===== src/hw/rtl/mctc_pkg.sv =====
// Shared types and constants for the microwave cook timer controller.
// Holds item/result structs, mode and recipe codes, keypad codes.
// No dependencies.
`default_nettype none

package mctc_pkg;

    // Action kinds carried on s_tuser
    localparam logic [1:0] ACT_TICK = 2'd0;
    localparam logic [1:0] ACT_KEY  = 2'd1;
    localparam logic [1:0] ACT_POLL = 2'd2;

    // Keypad characters
    localparam logic [7:0] KEY_0 = 8'h30;
    localparam logic [7:0] KEY_1 = 8'h31;
    localparam logic [7:0] KEY_9 = 8'h39;
    localparam logic [7:0] KEY_A = 8'h41;
    localparam logic [7:0] KEY_B = 8'h42;
    localparam logic [7:0] KEY_C = 8'h43;
    localparam logic [7:0] KEY_D = 8'h44;

    // Mode codes as seen on the result beat
    localparam logic [2:0] MODE_CODE_MENU   = 3'd0;
    localparam logic [2:0] MODE_CODE_WEIGHT = 3'd1;
    localparam logic [2:0] MODE_CODE_TIME   = 3'd2;
    localparam logic [2:0] MODE_CODE_READY  = 3'd3;
    localparam logic [2:0] MODE_CODE_COOK   = 3'd4;
    localparam logic [2:0] MODE_CODE_PAUSE  = 3'd5;

    // Entry error codes
    localparam logic [1:0] ERR_NONE   = 2'd0;
    localparam logic [1:0] ERR_WEIGHT = 2'd1;
    localparam logic [1:0] ERR_RANGE  = 2'd2;

    // Configuration register indexes
    localparam logic [1:0] CFG_BEEF    = 2'd0;
    localparam logic [1:0] CFG_CHICKEN = 2'd1;
    localparam logic [1:0] CFG_POPCORN = 2'd2;

    // Configuration reset values
    localparam logic [5:0]  BEEF_RATE_RST    = 6'd30;
    localparam logic [5:0]  CHICKEN_RATE_RST = 6'd12;
    localparam logic [10:0] POPCORN_RST      = 11'd60;

    // Reciprocal of 60 scaled by 2^17 and rounded up, exact for totals below 2048
    localparam logic [11:0] RECIP_60 = 12'd2185;

    typedef enum logic [1:0] {
        RECIPE_POPCORN = 2'd0,
        RECIPE_BEEF    = 2'd1,
        RECIPE_CHICKEN = 2'd2,
        RECIPE_MANUAL  = 2'd3
    } recipe_t;

    typedef enum logic [5:0] {
        MODE_MENU   = 6'b000001,
        MODE_WEIGHT = 6'b000010,
        MODE_TIME   = 6'b000100,
        MODE_READY  = 6'b001000,
        MODE_COOK   = 6'b010000,
        MODE_PAUSE  = 6'b100000
    } mode_t;

    // One input beat, fields from tuser and tdata
    typedef struct packed {
        logic       door_open;
        logic       pause_button;
        logic       start_button;
        logic [7:0] key_code;
        logic [1:0] action;
    } item_t;

    // One result beat, lowest field in the lowest bits
    typedef struct packed {
        logic [1:0] entry_error;
        logic       finished;
        logic       lamp_on;
        logic [3:0] second_ones;
        logic [2:0] second_tens;
        logic [3:0] minute_ones;
        logic [2:0] minute_tens;
        logic [2:0] mode;
    } result_t;

    // mm:ss digits produced by the seconds converter
    typedef struct packed {
        logic [2:0] min_tens;
        logic [3:0] min_ones;
        logic [2:0] sec_tens;
        logic [3:0] sec_ones;
    } bcd_time_t;

endpackage

`default_nettype wire


===== src/hw/rtl/mctc_bcd_conv.sv =====
// Seconds count to mm:ss BCD digits.
// Divide by 60 through a reciprocal multiply; tens by compare chains.
// Depends on mctc_pkg.
`default_nettype none

module mctc_bcd_conv (
    input  wire logic [10:0]          total_secs,
    output mctc_pkg::bcd_time_t       digits
);

    logic [22:0] recip_prod;
    logic [5:0]  mins;
    logic [10:0] mins_x60;
    logic [5:0]  secs;
    logic [2:0]  mins_tens;
    logic [2:0]  secs_tens;

    // Minutes and leftover seconds
    assign recip_prod = 23'(total_secs) * 23'(mctc_pkg::RECIP_60);
    assign mins       = recip_prod[22:17];
    assign mins_x60   = 11'(mins) * 11'd60;
    assign secs       = 6'(total_secs - mins_x60);

    // Minutes are at most 34, seconds at most 59
    always_comb begin
        if (mins >= 6'd30)      mins_tens = 3'd3;
        else if (mins >= 6'd20) mins_tens = 3'd2;
        else if (mins >= 6'd10) mins_tens = 3'd1;
        else                    mins_tens = 3'd0;

        if (secs >= 6'd50)      secs_tens = 3'd5;
        else if (secs >= 6'd40) secs_tens = 3'd4;
        else if (secs >= 6'd30) secs_tens = 3'd3;
        else if (secs >= 6'd20) secs_tens = 3'd2;
        else if (secs >= 6'd10) secs_tens = 3'd1;
        else                    secs_tens = 3'd0;
    end

    assign digits.min_tens = mins_tens;
    assign digits.min_ones = 4'(mins - 6'(mins_tens) * 6'd10);
    assign digits.sec_tens = secs_tens;
    assign digits.sec_ones = 4'(secs - 6'(secs_tens) * 6'd10);

endmodule

`default_nettype wire


===== src/hw/rtl/mctc_ctrl.sv =====
// Mode state machine and held mm:ss time for the cook timer.
// Takes one item per enabled cycle and gives the resulting beat.
// Depends on mctc_pkg and mctc_bcd_conv.
`default_nettype none

module mctc_ctrl (
    input  wire logic                aclk,
    input  wire logic                aresetn,
    input  wire logic                step_en,
    input  wire mctc_pkg::item_t     item,
    input  wire logic [9:0]          beef_prod,
    input  wire logic [9:0]          chicken_prod,
    input  wire logic [10:0]         popcorn_secs,
    output mctc_pkg::result_t        result
);

    mctc_pkg::mode_t     mode_reg, mode_next;
    mctc_pkg::recipe_t   recipe_reg, recipe_next;
    logic [2:0]          mt_reg, mt_next;
    logic [3:0]          mo_reg, mo_next;
    logic [2:0]          st_reg, st_next;
    logic [3:0]          so_reg, so_next;
    logic [1:0]          digits_reg, digits_next;

    logic [10:0]         conv_in;
    mctc_pkg::bcd_time_t conv_out;

    logic                is_digit;
    logic                is_weight;
    logic [2:0]          sh_mt;
    logic [3:0]          sh_mo;
    logic [2:0]          sh_st;
    logic [3:0]          sh_so;
    logic                sh_valid;
    logic [2:0]          cd_mt;
    logic [3:0]          cd_mo;
    logic [2:0]          cd_st;
    logic [3:0]          cd_so;
    logic                cd_zero;
    logic                fin;
    logic [1:0]          err;
    logic [2:0]          mode_code;

    // Seconds source: popcorn time from the menu, weight product otherwise
    always_comb begin
        if (mode_reg == mctc_pkg::MODE_MENU)
            conv_in = popcorn_secs;
        else if (recipe_reg == mctc_pkg::RECIPE_BEEF)
            conv_in = 11'(beef_prod);
        else
            conv_in = 11'(chicken_prod);
    end

    mctc_bcd_conv u_conv (
        .total_secs (conv_in),
        .digits     (conv_out)
    );

    assign is_digit  = item.key_code inside {[mctc_pkg::KEY_0:mctc_pkg::KEY_9]};
    assign is_weight = item.key_code inside {[mctc_pkg::KEY_1:mctc_pkg::KEY_9]};

    // Manual entry: shift digits in from the right, tens slots saturate at 7
    assign sh_mt = (mo_reg > 4'd7) ? 3'd7 : mo_reg[2:0];
    assign sh_mo = 4'(st_reg);
    assign sh_st = (so_reg > 4'd7) ? 3'd7 : so_reg[2:0];
    assign sh_so = item.key_code[3:0];

    // Range 01:00 to 30:00 with seconds tens up to five
    always_comb begin
        sh_valid = 1'b1;
        if (sh_mt > 3'd3)
            sh_valid = 1'b0;
        if (sh_mt == 3'd0 && sh_mo == 4'd0)
            sh_valid = 1'b0;
        if (sh_mt == 3'd3 && (sh_mo != 4'd0 || sh_st != 3'd0 || sh_so != 4'd0))
            sh_valid = 1'b0;
        if (sh_st > 3'd5)
            sh_valid = 1'b0;
    end

    // One-second borrow chain; 00:00 wraps to 59:59
    always_comb begin
        cd_mt = mt_reg;
        cd_mo = mo_reg;
        cd_st = st_reg;
        cd_so = so_reg;
        if (so_reg == 4'd0) begin
            cd_so = 4'd9;
            if (st_reg == 3'd0) begin
                cd_st = 3'd5;
                if (mo_reg == 4'd0) begin
                    cd_mo = 4'd9;
                    cd_mt = (mt_reg == 3'd0) ? 3'd5 : mt_reg - 3'd1;
                end else begin
                    cd_mo = mo_reg - 4'd1;
                end
            end else begin
                cd_st = st_reg - 3'd1;
            end
        end else begin
            cd_so = so_reg - 4'd1;
        end
    end

    assign cd_zero = (cd_mt == 3'd0) && (cd_mo == 4'd0) && (cd_st == 3'd0) && (cd_so == 4'd0);

    // Mode transitions
    always_comb begin
        mode_next   = mode_reg;
        recipe_next = recipe_reg;
        mt_next     = mt_reg;
        mo_next     = mo_reg;
        st_next     = st_reg;
        so_next     = so_reg;
        digits_next = digits_reg;
        fin         = 1'b0;
        err         = mctc_pkg::ERR_NONE;
        case (mode_reg)
            mctc_pkg::MODE_MENU: begin
                if (item.action == mctc_pkg::ACT_KEY) begin
                    case (item.key_code)
                        mctc_pkg::KEY_A: begin
                            recipe_next = mctc_pkg::RECIPE_POPCORN;
                            digits_next = 2'd0;
                            mt_next     = conv_out.min_tens;
                            mo_next     = conv_out.min_ones;
                            st_next     = conv_out.sec_tens;
                            so_next     = conv_out.sec_ones;
                            mode_next   = mctc_pkg::MODE_READY;
                        end
                        mctc_pkg::KEY_B, mctc_pkg::KEY_C, mctc_pkg::KEY_D: begin
                            if (item.key_code == mctc_pkg::KEY_B)
                                recipe_next = mctc_pkg::RECIPE_BEEF;
                            else if (item.key_code == mctc_pkg::KEY_C)
                                recipe_next = mctc_pkg::RECIPE_CHICKEN;
                            else
                                recipe_next = mctc_pkg::RECIPE_MANUAL;
                            mode_next   = (item.key_code == mctc_pkg::KEY_D) ?
                                          mctc_pkg::MODE_TIME : mctc_pkg::MODE_WEIGHT;
                            digits_next = 2'd0;
                            mt_next     = 3'd0;
                            mo_next     = 4'd0;
                            st_next     = 3'd0;
                            so_next     = 4'd0;
                        end
                        default: begin
                        end
                    endcase
                end
            end
            mctc_pkg::MODE_WEIGHT: begin
                if (item.action == mctc_pkg::ACT_KEY) begin
                    if (is_weight) begin
                        mt_next   = conv_out.min_tens;
                        mo_next   = conv_out.min_ones;
                        st_next   = conv_out.sec_tens;
                        so_next   = conv_out.sec_ones;
                        mode_next = mctc_pkg::MODE_READY;
                    end else begin
                        err = mctc_pkg::ERR_WEIGHT;
                    end
                end
            end
            mctc_pkg::MODE_TIME: begin
                if (item.action == mctc_pkg::ACT_KEY && is_digit) begin
                    mt_next     = sh_mt;
                    mo_next     = sh_mo;
                    st_next     = sh_st;
                    so_next     = sh_so;
                    digits_next = digits_reg + 2'd1;
                    // Fourth digit closes the entry
                    if (digits_reg == 2'd3) begin
                        if (sh_valid) begin
                            mode_next = mctc_pkg::MODE_READY;
                        end else begin
                            err     = mctc_pkg::ERR_RANGE;
                            mt_next = 3'd0;
                            mo_next = 4'd0;
                            st_next = 3'd0;
                            so_next = 4'd0;
                        end
                    end
                end
            end
            mctc_pkg::MODE_READY: begin
                if (item.action == mctc_pkg::ACT_POLL) begin
                    if (item.start_button && !item.door_open) begin
                        mode_next = mctc_pkg::MODE_COOK;
                    end else if (item.pause_button &&
                                 recipe_reg == mctc_pkg::RECIPE_MANUAL) begin
                        mode_next   = mctc_pkg::MODE_TIME;
                        digits_next = 2'd0;
                        mt_next     = 3'd0;
                        mo_next     = 4'd0;
                        st_next     = 3'd0;
                        so_next     = 4'd0;
                    end
                end
            end
            mctc_pkg::MODE_COOK: begin
                if (item.action == mctc_pkg::ACT_TICK) begin
                    mt_next = cd_mt;
                    mo_next = cd_mo;
                    st_next = cd_st;
                    so_next = cd_so;
                    if (cd_zero) begin
                        fin         = 1'b1;
                        digits_next = 2'd0;
                        mode_next   = mctc_pkg::MODE_MENU;
                    end else if (item.pause_button || item.door_open) begin
                        mode_next = mctc_pkg::MODE_PAUSE;
                    end
                end
            end
            mctc_pkg::MODE_PAUSE: begin
                if (item.action == mctc_pkg::ACT_POLL) begin
                    if (item.start_button && !item.door_open) begin
                        mode_next = mctc_pkg::MODE_COOK;
                    end else if (item.pause_button) begin
                        mode_next   = mctc_pkg::MODE_MENU;
                        digits_next = 2'd0;
                        mt_next     = 3'd0;
                        mo_next     = 4'd0;
                        st_next     = 3'd0;
                        so_next     = 4'd0;
                    end
                end
            end
            default: begin
                mode_next = mctc_pkg::MODE_MENU;
            end
        endcase
    end

    // State registers
    always_ff @(posedge aclk) begin
        if (!aresetn) begin
            mode_reg   <= mctc_pkg::MODE_MENU;
            recipe_reg <= mctc_pkg::RECIPE_POPCORN;
            mt_reg     <= 3'd0;
            mo_reg     <= 4'd0;
            st_reg     <= 3'd0;
            so_reg     <= 4'd0;
            digits_reg <= 2'd0;
        end else if (step_en) begin
            mode_reg   <= mode_next;
            recipe_reg <= recipe_next;
            mt_reg     <= mt_next;
            mo_reg     <= mo_next;
            st_reg     <= st_next;
            so_reg     <= so_next;
            digits_reg <= digits_next;
        end
    end

    // Mode number for the result beat
    always_comb begin
        case (mode_next)
            mctc_pkg::MODE_MENU:   mode_code = mctc_pkg::MODE_CODE_MENU;
            mctc_pkg::MODE_WEIGHT: mode_code = mctc_pkg::MODE_CODE_WEIGHT;
            mctc_pkg::MODE_TIME:   mode_code = mctc_pkg::MODE_CODE_TIME;
            mctc_pkg::MODE_READY:  mode_code = mctc_pkg::MODE_CODE_READY;
            mctc_pkg::MODE_COOK:   mode_code = mctc_pkg::MODE_CODE_COOK;
            mctc_pkg::MODE_PAUSE:  mode_code = mctc_pkg::MODE_CODE_PAUSE;
            default:               mode_code = mctc_pkg::MODE_CODE_MENU;
        endcase
    end

    assign result.mode        = mode_code;
    assign result.minute_tens = mt_next;
    assign result.minute_ones = mo_next;
    assign result.second_tens = st_next;
    assign result.second_ones = so_next;
    assign result.lamp_on     = (mode_next == mctc_pkg::MODE_COOK);
    assign result.finished    = fin;
    assign result.entry_error = err;

endmodule

`default_nettype wire


===== src/hw/rtl/microwave_cook_timer_controller.sv =====
// Microwave cook timer controller, top level.
// Input register, weight product stage, configuration registers, result register.
// Depends on mctc_pkg and mctc_ctrl.
//
// Usage:
//   Items arrive on the s_ stream: s_tuser carries the kind (tick, key, switch
//   poll), s_tdata the key code and the three switch bits. Every item gives
//   exactly one result beat on the m_ stream: mode, held mm:ss digits, lamp,
//   finished flag and entry error.
//   An accepted item is held in the input register, where the weight digit
//   is multiplied by both rates; once the result slot is free the controller
//   updates its state and the result register loads, raising m_tvalid. One
//   item per cycle is sustained while m_tready stays high.
//   When the receiver holds m_tready low the result register holds its beat
//   and one more item may wait in the input register; s_tready drops only
//   when both are full.
//   Reset (aresetn low, synchronous) empties both registers, returns to the
//   menu with time 00:00 and loads the rate registers with 30 s, 12 s and
//   60 s. Configuration writes on cfg_we/cfg_index/cfg_wdata take effect at
//   once and must be made while no item is in flight.
`default_nettype none

module microwave_cook_timer_controller (
    input  wire logic        aclk,
    input  wire logic        aresetn,

    input  wire logic        cfg_we,
    input  wire logic [1:0]  cfg_index,
    input  wire logic [10:0] cfg_wdata,

    input  wire logic        s_tvalid,
    output      logic        s_tready,
    input  wire logic [15:0] s_tdata,   // key_code[7:0], start_button[8], pause_button[9],
                                        // door_open[10], zero[15:11]
    input  wire logic [1:0]  s_tuser,   // action[1:0]

    output      logic        m_tvalid,
    input  wire logic        m_tready,
    output      logic [23:0] m_tdata    // mode[2:0], minute_tens[5:3], minute_ones[9:6],
                                        // second_tens[12:10], second_ones[16:13],
                                        // lamp_on[17], finished[18], entry_error[20:19],
                                        // zero[23:21]
);

    logic [5:0]          beef_rate_reg;
    logic [5:0]          chicken_rate_reg;
    logic [10:0]         popcorn_reg;

    logic                in_valid_reg, in_valid_next;
    mctc_pkg::item_t     item_reg;
    logic [9:0]          beef_prod_reg;
    logic [9:0]          chicken_prod_reg;

    logic                out_valid_reg, out_valid_next;
    mctc_pkg::result_t   result_reg;
    mctc_pkg::result_t   result;

    logic                advance;
    logic                step;
    logic                s_accept;

    // Configuration registers
    always_ff @(posedge aclk) begin
        if (!aresetn) begin
            beef_rate_reg    <= mctc_pkg::BEEF_RATE_RST;
            chicken_rate_reg <= mctc_pkg::CHICKEN_RATE_RST;
            popcorn_reg      <= mctc_pkg::POPCORN_RST;
        end else if (cfg_we) begin
            case (cfg_index)
                mctc_pkg::CFG_BEEF:    beef_rate_reg    <= cfg_wdata[5:0];
                mctc_pkg::CFG_CHICKEN: chicken_rate_reg <= cfg_wdata[5:0];
                mctc_pkg::CFG_POPCORN: popcorn_reg      <= cfg_wdata;
                default: begin
                end
            endcase
        end
    end

    // Handshake: the result slot frees when empty or being taken
    assign advance  = !out_valid_reg || m_tready;
    assign step     = in_valid_reg && advance;
    assign s_tready = !in_valid_reg || advance;
    assign s_accept = s_tvalid && s_tready;

    always_comb begin
        in_valid_next = in_valid_reg;
        if (s_accept)
            in_valid_next = 1'b1;
        else if (step)
            in_valid_next = 1'b0;

        out_valid_next = out_valid_reg;
        if (step)
            out_valid_next = 1'b1;
        else if (m_tready)
            out_valid_next = 1'b0;
    end

    always_ff @(posedge aclk) begin
        if (!aresetn) begin
            in_valid_reg  <= 1'b0;
            out_valid_reg <= 1'b0;
        end else begin
            in_valid_reg  <= in_valid_next;
            out_valid_reg <= out_valid_next;
        end
    end

    // Input register with weight digit times both rates
    always_ff @(posedge aclk) begin
        if (s_accept) begin
            item_reg.action       <= s_tuser;
            item_reg.key_code     <= s_tdata[7:0];
            item_reg.start_button <= s_tdata[8];
            item_reg.pause_button <= s_tdata[9];
            item_reg.door_open    <= s_tdata[10];
            beef_prod_reg         <= 10'(s_tdata[3:0]) * 10'(beef_rate_reg);
            chicken_prod_reg      <= 10'(s_tdata[3:0]) * 10'(chicken_rate_reg);
        end
    end

    mctc_ctrl u_ctrl (
        .aclk         (aclk),
        .aresetn      (aresetn),
        .step_en      (step),
        .item         (item_reg),
        .beef_prod    (beef_prod_reg),
        .chicken_prod (chicken_prod_reg),
        .popcorn_secs (popcorn_reg),
        .result       (result)
    );

    // Result register
    always_ff @(posedge aclk) begin
        if (step)
            result_reg <= result;
    end

    assign m_tvalid = out_valid_reg;
    assign m_tdata  = {3'b000, result_reg};

    // A finished beat always lands in the menu with a cleared time
    a_fin_clears: assert property (@(posedge aclk) disable iff (!aresetn)
        (m_tvalid && result_reg.finished) |->
        (result_reg.mode == mctc_pkg::MODE_CODE_MENU && result_reg.minute_tens == 3'd0 &&
         result_reg.minute_ones == 4'd0 && result_reg.second_tens == 3'd0 &&
         result_reg.second_ones == 4'd0))
        else $error("finished beat without menu and 00:00");

    // Entry errors only occur while entering a weight or a time
    a_err_mode: assert property (@(posedge aclk) disable iff (!aresetn)
        (m_tvalid && result_reg.entry_error != mctc_pkg::ERR_NONE) |->
        (result_reg.mode == mctc_pkg::MODE_CODE_WEIGHT ||
         result_reg.mode == mctc_pkg::MODE_CODE_TIME))
        else $error("entry error outside entry modes");

    // An item held in the input register keeps its payload until it steps
    a_in_hold: assert property (@(posedge aclk) disable iff (!aresetn)
        (in_valid_reg && !advance) |=> (in_valid_reg && $stable(item_reg)))
        else $error("input register lost a waiting item");

    // Lamp follows the cooking mode on every beat
    a_lamp: assert property (@(posedge aclk) disable iff (!aresetn)
        step |=> (result_reg.lamp_on == (result_reg.mode == mctc_pkg::MODE_CODE_COOK)))
        else $error("lamp does not match cooking mode");

endmodule

`default_nettype wire


===== config.mk =====
export PLATFORM = sky130hd
export DESIGN_NAME = microwave_cook_timer_controller
export DESIGN_NICKNAME = d
export VERILOG_FILES = /design/src/hw/rtl/mctc_pkg.sv /design/src/hw/rtl/mctc_bcd_conv.sv /design/src/hw/rtl/mctc_ctrl.sv /design/src/hw/rtl/microwave_cook_timer_controller.sv
export SDC_FILE = /design/constraint.sdc
export NUM_CORES = 1
export LEC_CHECK = 0
export CAP_MARGIN = 20
export CORE_UTILIZATION = 40
export DETAILED_ROUTE_END_ITERATION = 10
export DONT_BUFFER_PORTS = 1
export GPL_ROUTABILITY_DRIVEN = 0
export PLACE_DENSITY = 0.61
export SYNTH_ARGS = -nofsm -noshare
export SYNTH_HDL_FRONTEND = slang
export SYNTH_HIERARCHICAL = 1
export SYNTH_SLANG_ARGS = --single-unit
export TNS_END_PERCENT = 30

===== constraint.sdc =====
create_clock -name aclk -period 15.45 [get_ports aclk]
set_input_delay 2.3175 -clock aclk [delete_from_list [all_inputs] [get_ports aclk]]
set_output_delay 2.3175 -clock aclk [all_outputs]
set_load 0.01 [all_outputs]

==> impl_metrics.ini <==
[global_route]
initial_antenna_violation_count = 0
grt_util_all_layers_pct = 18.79
grt_overflow = 0
grt_pass1_wl_mm = 32.37
vias_in_the_first_global_route = 6125
grt_start_max_net_pins = 57

[placement]
numPlacedInstances = 1122
place_hpwl_mm = 14.78
placed_cell_area_sq_um = 8586
detailedPlace.worstSlack_ns = 6.379
place.port_buffers = 0

[synthesis]
syn_inst = 892
synth-edff-count = 54
synth.distinct_cells = 96
postSynthRegisterBits = 103
synth-seq-area-share_pct = 30.83
ys.flop_type = sky130_fd_sc_hd__edfxtp_1
synth_largest_type_area_fraction_pct = 19.21
async_flop_share_pct = 0
synth.yosys.warnings = 6
avgSynthCellArea_sq_um = 9.464
netlist_area_sq_um = 8442
yosys.area.top_type = sky130_fd_sc_hd__edfxtp_1
yosys-top-cells-area = sky130_fd_sc_hd__edfxtp_1 (19%), sky130_fd_sc_hd__ha_1 (12%), sky130_fd_sc_hd__dfxtp_1 (12%)

[setup_path]
worstPathRequired_ns = 15.72
crit_path_max_fanout = 22
critical-path-max-stage-delay_ns = 0.70
critical_path_cell_count = 31
cell_with_the_largest_stage_delay_on_the_worst_path = sky130_fd_sc_hd__a21oi_1
reg2reg_to = u_ctrl/so_reg[3]
worst-r2r-setup-slack_ns = 6.34
worstReg2RegStart = u_ctrl/mode_reg[0]
timing.critical_path.from_type = register
worst_setup_path_startpoint = u_ctrl/mode_reg[0]
timing.critical_path.max_delay_family = adder cells
cp-endpoint = u_ctrl/so_reg[3]
end_kind = register
timing.setup.critical_path_class = register to register
reg2reg_depth = 31
timing.critical_path.mode_cell = sky130_fd_sc_hd__ha_1
worst-path-buf-inv = 5
timing.critical_path.arrival_ns = 9.38

[cts]
tritoncts = built
post_cts_buffers = 0
post_cts.resized_instances = 0
cts_root_buf = sky130_fd_sc_hd__clkbuf_16
path_clk_slew_ns = 0.08
cts_sinks = 103
postCtsHoldBufs = 0
cts-root-to-sink-buffers = 2
htreeDepth = 3
cts_buffers = 9
clkLatencyLatePin_ns = 0.37

[routing]
wl_per_cell_microns = 17.19
route.antenna.remaining_nets = 0
drt-vias-per-instance = 5.586
drc = 0
drt-total-wl_mm = 19.56
dr.pass1.iters = 5
routed-via-count = 6357
drt_iter0_markers = 490

[timing]
slew-limit-headroom_pct = 33.22
grt_setup_unrepaired = no
timing.setup.tns_ns = 0
final_worst_path_cycle_share_pct = 58.96
postLayoutSetupSlackWorst_ns = 6.341
timing.final.crit_period_ns = 9.109
highest_clock_rate_mhz = 109.8
tightest_slew_ns = 0.9997
finalSetupViolCount = 0
final-max-slew-violation-count = 0
final.setup_skew_ns = 0.01359
hold_viol_final = 0

[pwr]
leakagePower_nw = 3.754
cellPowerDensity_nw_per_um2 = 212.7
maximum_resistive_drop_on_vdd_mv = 0.4091

[cells_and_area]
layout_cells_sized_above_1_pct = 7.028
layout.filler_cells = 2007
multi_input_area_sq_um = 5398
final_cell_count_no_fill = 1138
antenna-diode-count = 0
fin_area_sq_um = 8866
areaGrowthSynthToFinish_pct = 5.024
number_of_flip_flops_under_the_largest_register_name = 21
layout_nets = 1008
register_area_sq_um = 2603

[status]
status = finished, final reports clean

[run]
cap_violations = 0

[floorplan]
chipWidth_microns = 147.3
initial_standard_cell_utilization_of_the_core_pct = 41.32
area_of_the_die_sq_um = 21690
die_y_microns = 147.3
core_region_area_sq_um = 20430
pin_count = 62
floorplan.rows = 52

[worst_hold_path]
worstHoldPathCells = 2
worstHoldPathType = register to register
## tightest hold or removal path, stage by stage (launching register included)
cell	delay, ns
sky130_fd_sc_hd__dfxtp_1	0.31
sky130_fd_sc_hd__nand2_1	0.05
sky130_fd_sc_hd__a21boi_0	0.06
## power by group
group,switching (mW),total [mW],internal [mW]
Combinational,0.751,1.33,0.581
Sequential,0.0179,0.330,0.312
Clock,0.112,0.223,0.111
## worst min-delay path by stage
stage / startpoint / to / slack [ns]
detailed placement: popcorn_reg[5] / popcorn_reg[5] / 0.45
global placement: popcorn_reg[2] / popcorn_reg[2] / 0.45
floorplan: popcorn_reg[10] / popcorn_reg[10] / 0.44
CTS: popcorn_reg[1] / popcorn_reg[1] / 0.47
finish: popcorn_reg[1] / popcorn_reg[1] / 0.46
global route: popcorn_reg[5] / popcorn_reg[5] / 0.49
## logic make-up (layout without fill, tap and decap cells)
logic type	Yosys count	in the layout	share of synthesized area, %
flops	103	103	30.83
simple gates	318	318	21.17
xor+xnor	31	31	3.439
buf+inv	105	79	5.410
mux	28	28	3.320
fa+ha+maj	109	109	18.65
compound gates	196	196	17.10
other cells	2	4	0.08896
## stage by stage
step	util, %	power (mW)	hold slack, ns
6_report	43.40	1.886	0.4644
5_1_grt	43.40	2.123	0.4906
4_1_cts	43.40	1.895	0.4694
3_5_place_dp	42.03	1.657	0.4540
3_3_place_gp	42.03	1.635	0.4474
2_1_floorplan	-	1.426	0.4389
## layout make-up
| cell class | instances | area share (%) |
|---|---|---|
| multi-input combinational | 686 | 60.88 |
| sequential | 103 | 29.35 |
| tap | 270 | 3.810 |
| clock buffer | 9 | 2.540 |
| inverter | 60 | 2.540 |
| clock inverter | 7 | 0.6209 |
| timing repair buffer | 3 | 0.2540 |
## synth_stat cells, types with 8 or more instances
cell type	instances
sky130_fd_sc_hd__nor2b_1	23
sky130_fd_sc_hd__xor2_1	13
sky130_fd_sc_hd__nand2b_1	8
sky130_fd_sc_hd__and2_1	41
sky130_fd_sc_hd__ha_1	81
sky130_fd_sc_hd__mux2i_1	28
sky130_fd_sc_hd__inv_1	58
sky130_fd_sc_hd__nand3_1	23
sky130_fd_sc_hd__edfxtp_1	54
sky130_fd_sc_hd__clkbuf_1	20
sky130_fd_sc_hd__dfxtp_1	49
sky130_fd_sc_hd__a21oi_1	42
sky130_fd_sc_hd__nand2_1	80
sky130_fd_sc_hd__fa_1	28
sky130_fd_sc_hd__o21ai_0	32
sky130_fd_sc_hd__nor2_1	54
sky130_fd_sc_hd__o21a_1	8
sky130_fd_sc_hd__a21o_1	8
sky130_fd_sc_hd__buf_2	14
sky130_fd_sc_hd__a31oi_1	13
sky130_fd_sc_hd__xnor2_1	17
sky130_fd_sc_hd__nor3_1	12
## placed cells by master (no fill, tap or decap), types with 8 or more instances in the layout
cell type                    n
sky130_fd_sc_hd__nand2b_1    8
sky130_fd_sc_hd__o21a_1      8
sky130_fd_sc_hd__a21o_1      8
sky130_fd_sc_hd__mux2i_1    28
sky130_fd_sc_hd__edfxtp_1   54
sky130_fd_sc_hd__ha_1       81
sky130_fd_sc_hd__a31oi_1    13
sky130_fd_sc_hd__xor2_1     13
sky130_fd_sc_hd__fa_1       28
sky130_fd_sc_hd__xnor2_1    17
sky130_fd_sc_hd__nand2_1    80
sky130_fd_sc_hd__dfxtp_1    49
sky130_fd_sc_hd__a21oi_1    42
sky130_fd_sc_hd__nor2b_1    22
sky130_fd_sc_hd__nor2_1     54
sky130_fd_sc_hd__nand3_1    23
sky130_fd_sc_hd__inv_1      58
sky130_fd_sc_hd__nor3_1     12
sky130_fd_sc_hd__clkbuf_16   9
sky130_fd_sc_hd__and2_1     41
sky130_fd_sc_hd__o21ai_0    32
## routing by layer
layer / vias up / global-route usage [%] / share of wire [%]
met5: - / 0 / 0
met4: 0 / 5.103 / 1.2
met3: 15 / 3.478 / 5.0
met2: 161 / 29.46 / 46
met1: 3030 / 26.39 / 48
li1: 3151 / - / -
No activity file was read; power rests on OpenSTA's default activity.
